## config.mk

```make
export PLATFORM = sky130hd
export DESIGN_NAME = holonomic_to_heading_drive_controller
export DESIGN_NICKNAME = d
export VERILOG_FILES = /design/src/hhdc_pkg.sv /design/src/holonomic_to_heading_drive_controller.sv
export SDC_FILE = /design/constraint.sdc
export NUM_CORES = 2
export LEC_CHECK = 0
export BUFFER_PORTS_ARGS = -buffer_cell sky130_fd_sc_hd__buf_4
export CORE_MARGIN = 1
export CORE_UTILIZATION = 55
export CTS_CLUSTER_SIZE = 30
export DETAILED_ROUTE_END_ITERATION = 6
export PLACE_DENSITY = 0.82
export SLEW_MARGIN = 0
export SYNTH_ARGS = -nofsm -noshare
export SYNTH_HDL_FRONTEND = slang
export SYNTH_SLANG_ARGS = --single-unit
```

## constraint.sdc

```tcl
create_clock -name clk -period 13.7 [get_ports clk]
set_input_delay 4.11 -clock clk [delete_from_list [all_inputs] [get_ports clk]]
set_output_delay 4.11 -clock clk [all_outputs]
set_load 0.05 [all_outputs]
```

## src/hhdc_pkg.sv

```systemverilog
// Shared types, codes and fixed-point constants of the heading drive controller.
`default_nettype none
package hhdc_pkg;

  localparam int QUAT_W = 16;
  localparam int QACC_W = 34;
  localparam int Z_W = 20;
  localparam int CFG_INDEX_W = 3;
  localparam int CFG_DATA_W = 15;
  localparam int STALE_W = 10;
  localparam int CORDIC_LAST = 15;

  localparam logic [1:0] OP_VELOCITY = 2'd0;
  localparam logic [1:0] OP_ODOMETRY = 2'd1;
  localparam logic [1:0] OP_TICK = 2'd2;

  localparam logic [1:0] KIND_HEADING = 2'd0;
  localparam logic [1:0] KIND_DRIVE = 2'd1;
  localparam logic [1:0] KIND_NO_SETPOINT = 2'd2;
  localparam logic [1:0] KIND_NO_HEADING = 2'd3;

  localparam logic [CFG_INDEX_W-1:0] REG_GAIN_P = 3'd0;
  localparam logic [CFG_INDEX_W-1:0] REG_GAIN_D = 3'd1;
  localparam logic [CFG_INDEX_W-1:0] REG_SPEED_LIMIT = 3'd2;
  localparam logic [CFG_INDEX_W-1:0] REG_STEP_LIMIT = 3'd3;
  localparam logic [CFG_INDEX_W-1:0] REG_STALE_TICKS = 3'd4;

  localparam logic signed [Z_W-1:0] Z_PI_Q16 = 20'sd205887;
  localparam logic signed [Z_W-1:0] Z_PI_Q12 = 20'sd12868;
  localparam logic signed [Z_W-1:0] Z_ROUND = 20'sd8;
  localparam logic signed [16:0] W_PI = 17'sd12868;
  localparam logic signed [16:0] W_TWO_PI = 17'sd25736;

  typedef enum logic [3:0] {
    S_IDLE, S_QMUL, S_TMUL, S_CINIT, S_CORDIC, S_ANGLE,
    S_SQRT, S_ERR, S_PMUL, S_SLEW, S_OUT
  } state_t;

  function automatic logic signed [Z_W-1:0] atan_entry(input logic [3:0] i);
    logic signed [Z_W-1:0] v;
    case (i)
      4'd0: v = 20'sd51472;
      4'd1: v = 20'sd30386;
      4'd2: v = 20'sd16055;
      4'd3: v = 20'sd8150;
      4'd4: v = 20'sd4091;
      4'd5: v = 20'sd2047;
      4'd6: v = 20'sd1024;
      4'd7: v = 20'sd512;
      4'd8: v = 20'sd256;
      4'd9: v = 20'sd128;
      4'd10: v = 20'sd64;
      4'd11: v = 20'sd32;
      4'd12: v = 20'sd16;
      4'd13: v = 20'sd8;
      4'd14: v = 20'sd4;
      default: v = 20'sd2;
    endcase
    return v;
  endfunction

endpackage
`default_nettype wire

```

## src/holonomic_to_heading_drive_controller.sv

```systemverilog
// Heading drive controller: CORDIC heading, square-root speed, PD turn rate with slew limit.
// A velocity transfer only stores the setpoint; an odometry transfer yields a heading report.
// A fresh control tick yields a drive command.
// A stale tick goes straight to its status output; a zero vector skips the CORDIC iterations.
// Odometry and ticks share the 16-step CORDIC; ticks also run the DATA_WIDTH-step square root.
// Synchronous reset restores register defaults and marks command and odometry as stale.
`default_nettype none
module holonomic_to_heading_drive_controller #(
  parameter int DATA_WIDTH = 16,
  parameter int AGE_WIDTH = 10
) (
  input  logic clk,
  input  logic rst,
  input  logic in_valid,
  output logic in_stall,
  input  logic [1:0] op,
  input  logic signed [DATA_WIDTH-1:0] vel_x,
  input  logic signed [DATA_WIDTH-1:0] vel_y,
  input  logic signed [15:0] quat_x,
  input  logic signed [15:0] quat_y,
  input  logic signed [15:0] quat_z,
  input  logic signed [15:0] quat_w,
  input  logic signed [DATA_WIDTH-1:0] yaw_rate_in,
  output logic out_valid,
  input  logic out_stall,
  output logic [1:0] kind,
  output logic signed [DATA_WIDTH-1:0] angular_cmd,
  output logic [14:0] linear_cmd,
  output logic signed [14:0] heading_err,
  output logic signed [14:0] heading_goal,
  output logic signed [14:0] heading_now,
  input  logic cfg_write,
  input  logic [hhdc_pkg::CFG_INDEX_W-1:0] cfg_index,
  input  logic [hhdc_pkg::CFG_DATA_W-1:0] cfg_data
);
  import hhdc_pkg::*;

  localparam int MUL_W = (DATA_WIDTH > QUAT_W) ? DATA_WIDTH : QUAT_W;
  localparam int PROD_W = 2 * MUL_W;
  localparam int ACC_W = PROD_W + 2;
  localparam int CW = (((DATA_WIDTH + 16) > QACC_W) ? (DATA_WIDTH + 16) : QACC_W) + 3;
  localparam int NW = 2 * DATA_WIDTH;
  localparam int CNT_W = $clog2(MUL_W);
  localparam int AGE_CMP_W = (AGE_WIDTH > STALE_W) ? AGE_WIDTH : STALE_W;
  localparam int DIFF_W = ((DATA_WIDTH + 1 > 16) ? (DATA_WIDTH + 1) : 16) + 1;
  localparam logic signed [ACC_W-1:0] CORR_MAX = ACC_W'((longint'(1) << (DATA_WIDTH - 1)) - 1);
  localparam logic signed [ACC_W-1:0] CORR_MIN = -CORR_MAX - ACC_W'(1);
  localparam logic signed [ACC_W-1:0] PD_ROUND = ACC_W'(2048);
  localparam logic [CNT_W-1:0] SQRT_LAST = CNT_W'(DATA_WIDTH - 1);

  state_t state, state_next;
  logic [CNT_W-1:0] cnt;
  logic is_tick;

  logic [14:0] gain_p, gain_d, speed_lim, step_lim;
  logic [STALE_W-1:0] stale_lim;

  logic signed [DATA_WIDTH-1:0] goal_vx, goal_vy, yaw_rate_now, prev_angular;
  logic signed [14:0] yaw_now;
  logic [AGE_WIDTH-1:0] command_age, odometry_age;

  logic signed [15:0] qx, qy, qz, qw;
  logic signed [ACC_W-1:0] acc_a, acc_b;
  logic signed [CW-1:0] cx, cy;
  logic signed [Z_W-1:0] cz;
  logic [NW-1:0] sq_n, sq_res, sq_bit;
  logic signed [14:0] goal, err;
  logic [14:0] lin;

  logic accept;
  logic [AGE_WIDTH-1:0] command_age_next, odometry_age_next;
  logic cmd_stale, odo_stale;

  logic signed [MUL_W-1:0] mul_a, mul_b;
  logic signed [PROD_W-1:0] product;
  logic signed [ACC_W-1:0] prod_ext;

  logic signed [CW-1:0] cx0, cy0, cdx, cdy;
  logic signed [Z_W-1:0] zr;
  logic signed [14:0] angle;
  logic [NW:0] sq_trial;
  logic signed [16:0] wrap_v, wrap_t;
  logic signed [14:0] err_next;
  logic [14:0] lin_next;
  logic signed [ACC_W-1:0] pd_shift;
  logic signed [DATA_WIDTH-1:0] corr;
  logic signed [DIFF_W-1:0] diff, step_ext, delta;
  logic signed [DATA_WIDTH-1:0] prev_angular_next;

  assign accept = in_valid && !in_stall;

  always_comb begin
    command_age_next = (command_age == '1) ? command_age : command_age + 1'b1;
    odometry_age_next = (odometry_age == '1) ? odometry_age : odometry_age + 1'b1;
    cmd_stale = (command_age_next == '1) ||
                (AGE_CMP_W'(command_age_next) > AGE_CMP_W'(stale_lim));
    odo_stale = (odometry_age_next == '1) ||
                (AGE_CMP_W'(odometry_age_next) > AGE_CMP_W'(stale_lim));
  end

  always_comb begin
    mul_a = '0;
    mul_b = '0;
    case (state)
      S_QMUL: begin
        case (cnt[1:0])
          2'd0: begin mul_a = MUL_W'(qw); mul_b = MUL_W'(qz); end
          2'd1: begin mul_a = MUL_W'(qx); mul_b = MUL_W'(qy); end
          2'd2: begin mul_a = MUL_W'(qy); mul_b = MUL_W'(qy); end
          default: begin mul_a = MUL_W'(qz); mul_b = MUL_W'(qz); end
        endcase
      end
      S_TMUL: begin
        mul_a = cnt[0] ? MUL_W'(goal_vy) : MUL_W'(goal_vx);
        mul_b = mul_a;
      end
      S_PMUL: begin
        if (cnt[0]) begin
          mul_a = MUL_W'({1'b0, gain_d});
          mul_b = MUL_W'(yaw_rate_now);
        end else begin
          mul_a = MUL_W'({1'b0, gain_p});
          mul_b = MUL_W'(err);
        end
      end
      default: begin
        mul_a = '0;
        mul_b = '0;
      end
    endcase
    product = mul_a * mul_b;
    prod_ext = ACC_W'(product);
  end

  always_comb begin
    if (is_tick) begin
      cx0 = CW'(goal_vx) <<< 16;
      cy0 = CW'(goal_vy) <<< 16;
    end else begin
      cy0 = CW'($signed(acc_a[QACC_W-1:0])) <<< 1;
      cx0 = (CW'(1) <<< 28) - (CW'($signed(acc_b[QACC_W-1:0])) <<< 1);
    end
    cdx = cy >>> cnt;
    cdy = cx >>> cnt;
    zr = (cz + Z_ROUND) >>> 4;
    if (zr > Z_PI_Q12) begin
      angle = 15'(Z_PI_Q12);
    end else if (zr < -Z_PI_Q12) begin
      angle = 15'(-Z_PI_Q12);
    end else begin
      angle = 15'(zr);
    end
  end

  always_comb begin
    sq_trial = {1'b0, sq_res} + {1'b0, sq_bit};
    lin_next = (sq_res >= NW'(speed_lim)) ? speed_lim : sq_res[14:0];
    wrap_v = 17'(goal) - 17'(yaw_now) + W_PI;
    if (wrap_v < 0) begin
      wrap_t = wrap_v + W_TWO_PI;
    end else if (wrap_v >= W_TWO_PI) begin
      wrap_t = wrap_v - W_TWO_PI;
    end else begin
      wrap_t = wrap_v;
    end
    err_next = 15'(wrap_t - W_PI);
  end

  always_comb begin
    pd_shift = (acc_b + PD_ROUND) >>> 12;
    if (pd_shift > CORR_MAX) begin
      corr = DATA_WIDTH'(CORR_MAX);
    end else if (pd_shift < CORR_MIN) begin
      corr = DATA_WIDTH'(CORR_MIN);
    end else begin
      corr = DATA_WIDTH'(pd_shift);
    end
    diff = DIFF_W'(corr) - DIFF_W'(prev_angular);
    step_ext = DIFF_W'({1'b0, step_lim});
    if (diff > step_ext) begin
      delta = step_ext;
    end else if (diff < -step_ext) begin
      delta = -step_ext;
    end else begin
      delta = diff;
    end
    prev_angular_next = prev_angular + DATA_WIDTH'(delta);
  end

  always_comb begin
    state_next = state;
    case (state)
      S_IDLE: begin
        if (in_valid) begin
          case (op)
            OP_ODOMETRY: state_next = S_QMUL;
            OP_TICK: state_next = (cmd_stale || odo_stale) ? S_OUT : S_TMUL;
            default: state_next = S_IDLE;
          endcase
        end
      end
      S_QMUL: if (cnt == CNT_W'(3)) state_next = S_CINIT;
      S_TMUL: if (cnt == CNT_W'(1)) state_next = S_CINIT;
      S_CINIT: state_next = (cx0 == '0 && cy0 == '0) ? S_ANGLE : S_CORDIC;
      S_CORDIC: if (cnt == CNT_W'(CORDIC_LAST)) state_next = S_ANGLE;
      S_ANGLE: state_next = is_tick ? S_SQRT : S_OUT;
      S_SQRT: if (cnt == SQRT_LAST) state_next = S_ERR;
      S_ERR: state_next = S_PMUL;
      S_PMUL: if (cnt == CNT_W'(1)) state_next = S_SLEW;
      S_SLEW: state_next = S_OUT;
      S_OUT: if (!out_stall) state_next = S_IDLE;
      default: state_next = S_IDLE;
    endcase
  end

  always_comb begin
    in_stall = (state != S_IDLE);
    out_valid = (state == S_OUT);
  end

  always_ff @(posedge clk) begin
    if (rst) begin
      state <= S_IDLE;
      cnt <= '0;
    end else begin
      state <= state_next;
      cnt <= (state_next != state) ? '0 : cnt + 1'b1;
    end
  end

  always_ff @(posedge clk) begin
    if (rst) begin
      gain_p <= 15'd4096;
      gain_d <= 15'd410;
      speed_lim <= 15'd2048;
      step_lim <= 15'd205;
      stale_lim <= 10'd20;
    end else if (cfg_write) begin
      case (cfg_index)
        REG_GAIN_P: gain_p <= cfg_data;
        REG_GAIN_D: gain_d <= cfg_data;
        REG_SPEED_LIMIT: speed_lim <= cfg_data;
        REG_STEP_LIMIT: step_lim <= cfg_data;
        REG_STALE_TICKS: stale_lim <= cfg_data[STALE_W-1:0];
        default: ;
      endcase
    end
  end

  always_ff @(posedge clk) begin
    if (rst) begin
      goal_vx <= '0;
      goal_vy <= '0;
      yaw_now <= '0;
      yaw_rate_now <= '0;
      prev_angular <= '0;
      command_age <= '1;
      odometry_age <= '1;
      is_tick <= 1'b0;
    end else begin
      case (state)
        S_IDLE: begin
          if (accept) begin
            is_tick <= (op == OP_TICK);
            case (op)
              OP_VELOCITY: begin
                goal_vx <= vel_x;
                goal_vy <= vel_y;
                command_age <= '0;
              end
              OP_ODOMETRY: begin
                yaw_rate_now <= yaw_rate_in;
                odometry_age <= '0;
              end
              OP_TICK: begin
                command_age <= command_age_next;
                odometry_age <= odometry_age_next;
              end
              default: ;
            endcase
          end
        end
        S_ANGLE: if (!is_tick) yaw_now <= angle;
        S_SLEW: prev_angular <= prev_angular_next;
        default: ;
      endcase
    end
  end

  always_ff @(posedge clk) begin
    case (state)
      S_IDLE: begin
        qx <= quat_x;
        qy <= quat_y;
        qz <= quat_z;
        qw <= quat_w;
        kind <= cmd_stale ? KIND_NO_SETPOINT : KIND_NO_HEADING;
        angular_cmd <= '0;
        linear_cmd <= '0;
        heading_err <= '0;
        heading_goal <= '0;
        heading_now <= '0;
      end
      S_QMUL: begin
        if (cnt[1]) begin
          acc_b <= cnt[0] ? acc_b + prod_ext : prod_ext;
        end else begin
          acc_a <= cnt[0] ? acc_a + prod_ext : prod_ext;
        end
      end
      S_TMUL: acc_a <= cnt[0] ? acc_a + prod_ext : prod_ext;
      S_CINIT: begin
        if (cx0 < 0) begin
          cx <= -cx0;
          cy <= -cy0;
          cz <= (cy0 >= 0) ? Z_PI_Q16 : -Z_PI_Q16;
        end else begin
          cx <= cx0;
          cy <= cy0;
          cz <= '0;
        end
      end
      S_CORDIC: begin
        if (cy > 0) begin
          cx <= cx + cdx;
          cy <= cy - cdy;
          cz <= cz + atan_entry(cnt[3:0]);
        end else begin
          cx <= cx - cdx;
          cy <= cy + cdy;
          cz <= cz - atan_entry(cnt[3:0]);
        end
      end
      S_ANGLE: begin
        if (is_tick) begin
          goal <= angle;
          sq_n <= acc_a[NW-1:0];
          sq_res <= '0;
          sq_bit <= NW'(1) << (NW - 2);
        end else begin
          kind <= KIND_HEADING;
          heading_now <= angle;
        end
      end
      S_SQRT: begin
        if ({1'b0, sq_n} >= sq_trial) begin
          sq_n <= sq_n - sq_trial[NW-1:0];
          sq_res <= (sq_res >> 1) + sq_bit;
        end else begin
          sq_res <= sq_res >> 1;
        end
        sq_bit <= sq_bit >> 2;
      end
      S_ERR: begin
        err <= err_next;
        lin <= lin_next;
      end
      S_PMUL: acc_b <= cnt[0] ? acc_b - prod_ext : prod_ext;
      S_SLEW: begin
        kind <= KIND_DRIVE;
        angular_cmd <= prev_angular_next;
        linear_cmd <= lin;
        heading_err <= err;
        heading_goal <= goal;
        heading_now <= '0;
      end
      default: ;
    endcase
  end

`ifndef SYNTHESIS
  a_no_accept_while_result: assert property (@(posedge clk) disable iff (rst)
    out_valid |-> in_stall) else $error("input taken while a result is pending");
  a_report_fields_clear: assert property (@(posedge clk) disable iff (rst)
    out_valid && kind == KIND_HEADING |-> angular_cmd == '0 && linear_cmd == '0)
    else $error("heading report carries drive fields");
  a_speed_saturated: assert property (@(posedge clk) disable iff (rst)
    out_valid && kind == KIND_DRIVE |-> linear_cmd <= speed_lim)
    else $error("speed command above limit");
  a_idle_after_transfer: assert property (@(posedge clk) disable iff (rst)
    out_valid && !out_stall |=> !out_valid) else $error("result repeated");
`endif

endmodule
`default_nettype wire
```

==> run metrics <==
Clock Path Buffers=3; Logic pwr share=0.395; Synthesized Nets=between 8,000 and 9,000; DRT antenna net count=0; Clk network pwr share=0.288; max_cap viols=0; TritonCTS clock tree=done; Main synth FF type=edfxtp_1; Mapped Avg Cell Area=a little under 9 sq um; DR iter-0 viols=6,315; area of the mapped netlist=62,000 sq um; total leakage power=29.0 nW; Startpoint Class=flip-flop; CP endpoint kind=flip-flop; Worst Path Arrival=12.96 ns; Slowest Stage Delay on Critical Path=0.94 ns; Fin. Hold Viols=0; failing checks=design-rule violations; Via density=6.44; Netlist cell types=95; Core Box Area=111,000 sq um; Switching Share=0.393; synth warn=0; DP Area=65,000 sq um; Sink Count=623; via count=56,200; Layout Skew=0.0459 ns; RePlAce Congestion=around 1.1; Congestion Overflow GR=0; Initial DRT Pass Iterations=7; largest net degree at the start of global routing=137; # rows=122; Worst path most repeated cell=fa_1; PD cells=110 nW/um^2; cell-internal power=approximately 4.5 mW; Area Growth Syn to Fin=9.11%; CTS resizes=0; share of layout cells above drive strength 1=0.0923; slew margin rel.=0.199; Ports=217; post-route design area=67,700 sq um; max-slew violation count=0; Root Buffer Master=clkbuf_16; CTS Buf Count=74; Seq pwr share=0.317; Post-DP HPWL=163,000 um; period utilisation layout=0.915; outcome=finished with violations; Clock Pin Slew Worst Setup and Hold Paths=0.06 ns; H-tree lvl count=3; Crit path required time=14.12 ns; commonest non-fill, non-tap cells in the layout=nand2_1 (755), inv_1 (610), nor2_1 (607); FF+latch count, synth=623; initial antenna violation count=8; Worst-Margin Slew=1.20 ns; Routed WL=roughly 210,000 um; RSZ-0062 raised after global routing=false; DIE HEIGHT=about 340 um; DR WL/cell=24.0 um; count of final setup violators=0; Worst VDD drop=83.1 uV; CTS hold repair buffers=0; CP Max Fanout=47; Slowest-stage cell, CP=nor2_1; vias in the first global route=53,800; GR Util All Layers=0.361; Buf/Inv on CP=6; fin crit period=12.54 ns; Die Wd=338 um; Synth Instances=7,108; share of flip-flops with an asynchronous set or reset=0; Layout Utilization=0.608; post-synthesis sequential area ratio=0.270; die footprint=about 110,000 sq um; first-pass GRT wire length=between 300,000 and 400,000 um; critical path's top delay family=adder cells; Worst Hold Class=reg2reg; Total Negative Setup Slacks=0 ns; Crit Path Class=reg2reg; post-CTS setup buffers=0; sw power=2.93 mW; Worst-Skew Late Latency=0.70 ns; max frequency=around 0.08 GHz; Buffers on Ports=216; Initial Utilization=0.557; Post-synth EDFFs=429; DRC errors left=24; most common cell after layout, fill and taps aside=nand2_1; Post-layout nets=8,072; Reg2Reg Setup Slack=1.16 ns
## worst paths after layout
kind | from | to | cells after the start
worst max-delay path | cnt[0] | acc_b[33] | 37
worst min-delay path | yaw_now[3] | yaw_now[3] | 2
worst max register to register | cnt[0] | acc_b[33] | 37
worst min register to register | yaw_now[3] | yaw_now[3] | 2
## cell type report
| class | instances | area (sq um) |
|---|---|---|
| Multi-Input combinational cell | 5555 | 41800 |
| Clock inverter | 54 | 679 |
| Clock buffer | 84 | 1950 |
| Tap cell | 1488 | 1860 |
| Inverter | 614 | 2300 |
| Sequential cell | 623 | 16800 |
| Fill cell | 9480 | 43600 |
| Antenna cell | 6 | 15.0 |
| Timing Repair Buffer | 300 | 2270 |
## cell usage after synthesis (all sizes together), types with 26 or more instances
master,instances,area share
a211o,26,0.0037
a211oi,51,0.0062
a21o,164,0.020
a21oi,528,0.043
a31oi,76,0.0077
and2,39,0.0040
and3,116,0.012
buf,63,0.0048
clkbuf,253,0.015
dfxtp,194,0.063
edfxtp,429,0.21
fa,272,0.088
ha,495,0.10
inv,612,0.037
mux2,68,0.012
mux2i,126,0.020
mux4,82,0.031
nand2,759,0.046
nand2b,90,0.0091
nand3,156,0.013
nand4,47,0.0047
nor2,613,0.037
nor2b,82,0.0084
nor3,124,0.010
nor4,45,0.0047
o211ai,41,0.0050
o21a,54,0.0065
o21ai,391,0.032
o21bai,60,0.0073
o22ai,32,0.0032
o31ai,74,0.0090
or2,34,0.0034
or3,49,0.0049
xnor2,309,0.044
xor2,212,0.030
## cells by family (layout without fill, tap and decap cells)
logic type / after synthesis / in the layout / synth area share
fa+ha+maj: 768 / 768 / 0.188
xor+xnor: 521 / 521 / 0.0736
other cells: 0 / 6 / 0
mux: 276 / 276 / 0.0632
flops: 623 / 623 / 0.270
compound gates: 1745 / 1745 / 0.179
simple gates: 2245 / 2245 / 0.169
buf+inv: 930 / 1052 / 0.0573
## worst reg2reg max path: cells and delay by family (launching register included)
kind / cells / cell delay, ns
AO/OA/AOI/OAI: 12 / 2.82
XOR/XNOR: 1 / 0.32
adder cells (fa/ha/maj): 8 / 3.90
buffers and inverters: 6 / 1.04
flip-flops: 1 / 0.67
multiplexers: 1 / 0.74
AND/OR/NAND/NOR: 9 / 2.77
## metrics by stage
step	setup WS, ns	std cells	hold WS, ns	power, mW
CTS	1.36	8718	0.456	7.39
global route	0.464	8719	0.474	7.76
detailed placement	1.41	8580	0.448	5.24
global placement	1.61	8580	0.441	5.19
floorplan	0.563	7108	0.433	4.41
finish	1.16	8724	0.454	7.46
## registers in the layout (all words and copies together), names as in the netlist, 16 cells and up, named ones only
register,count
angular_cmd,16
cx,37
acc_a,34
qw,16
yaw_rate_now,16
qz,16
acc_b,34
sq_bit,16
goal_vx,16
sq_n,32
prev_angular,16
cy,37
cz,20
goal_vy,16
sq_res,32
qx,16
qy,16
## power groups by stage
| stage | clock [mW] | combinational, mW | sequential, mW |
|---|---|---|---|
| global placement | 0 | 2.80 | 2.39 |
| global route | 2.23 | 3.16 | 2.37 |
| finish | 2.15 | 2.94 | 2.36 |
| detailed placement | 0 | 2.85 | 2.39 |
| CTS | 2.16 | 2.87 | 2.35 |
| floorplan | 0 | 1.96 | 2.45 |
## routing by layer
layer | vias to the layer above | global-route usage | routed length, um
met5 | - | 0 | 65
met4 | 10 | 0.231 | 15600
met3 | 684 | 0.0881 | 22000
met2 | 2959 | 0.567 | 93100
met1 | 27100 | 0.445 | 78400
li1 | 25400 | - | -
Note: power is estimated with default switching activity, not from simulation.
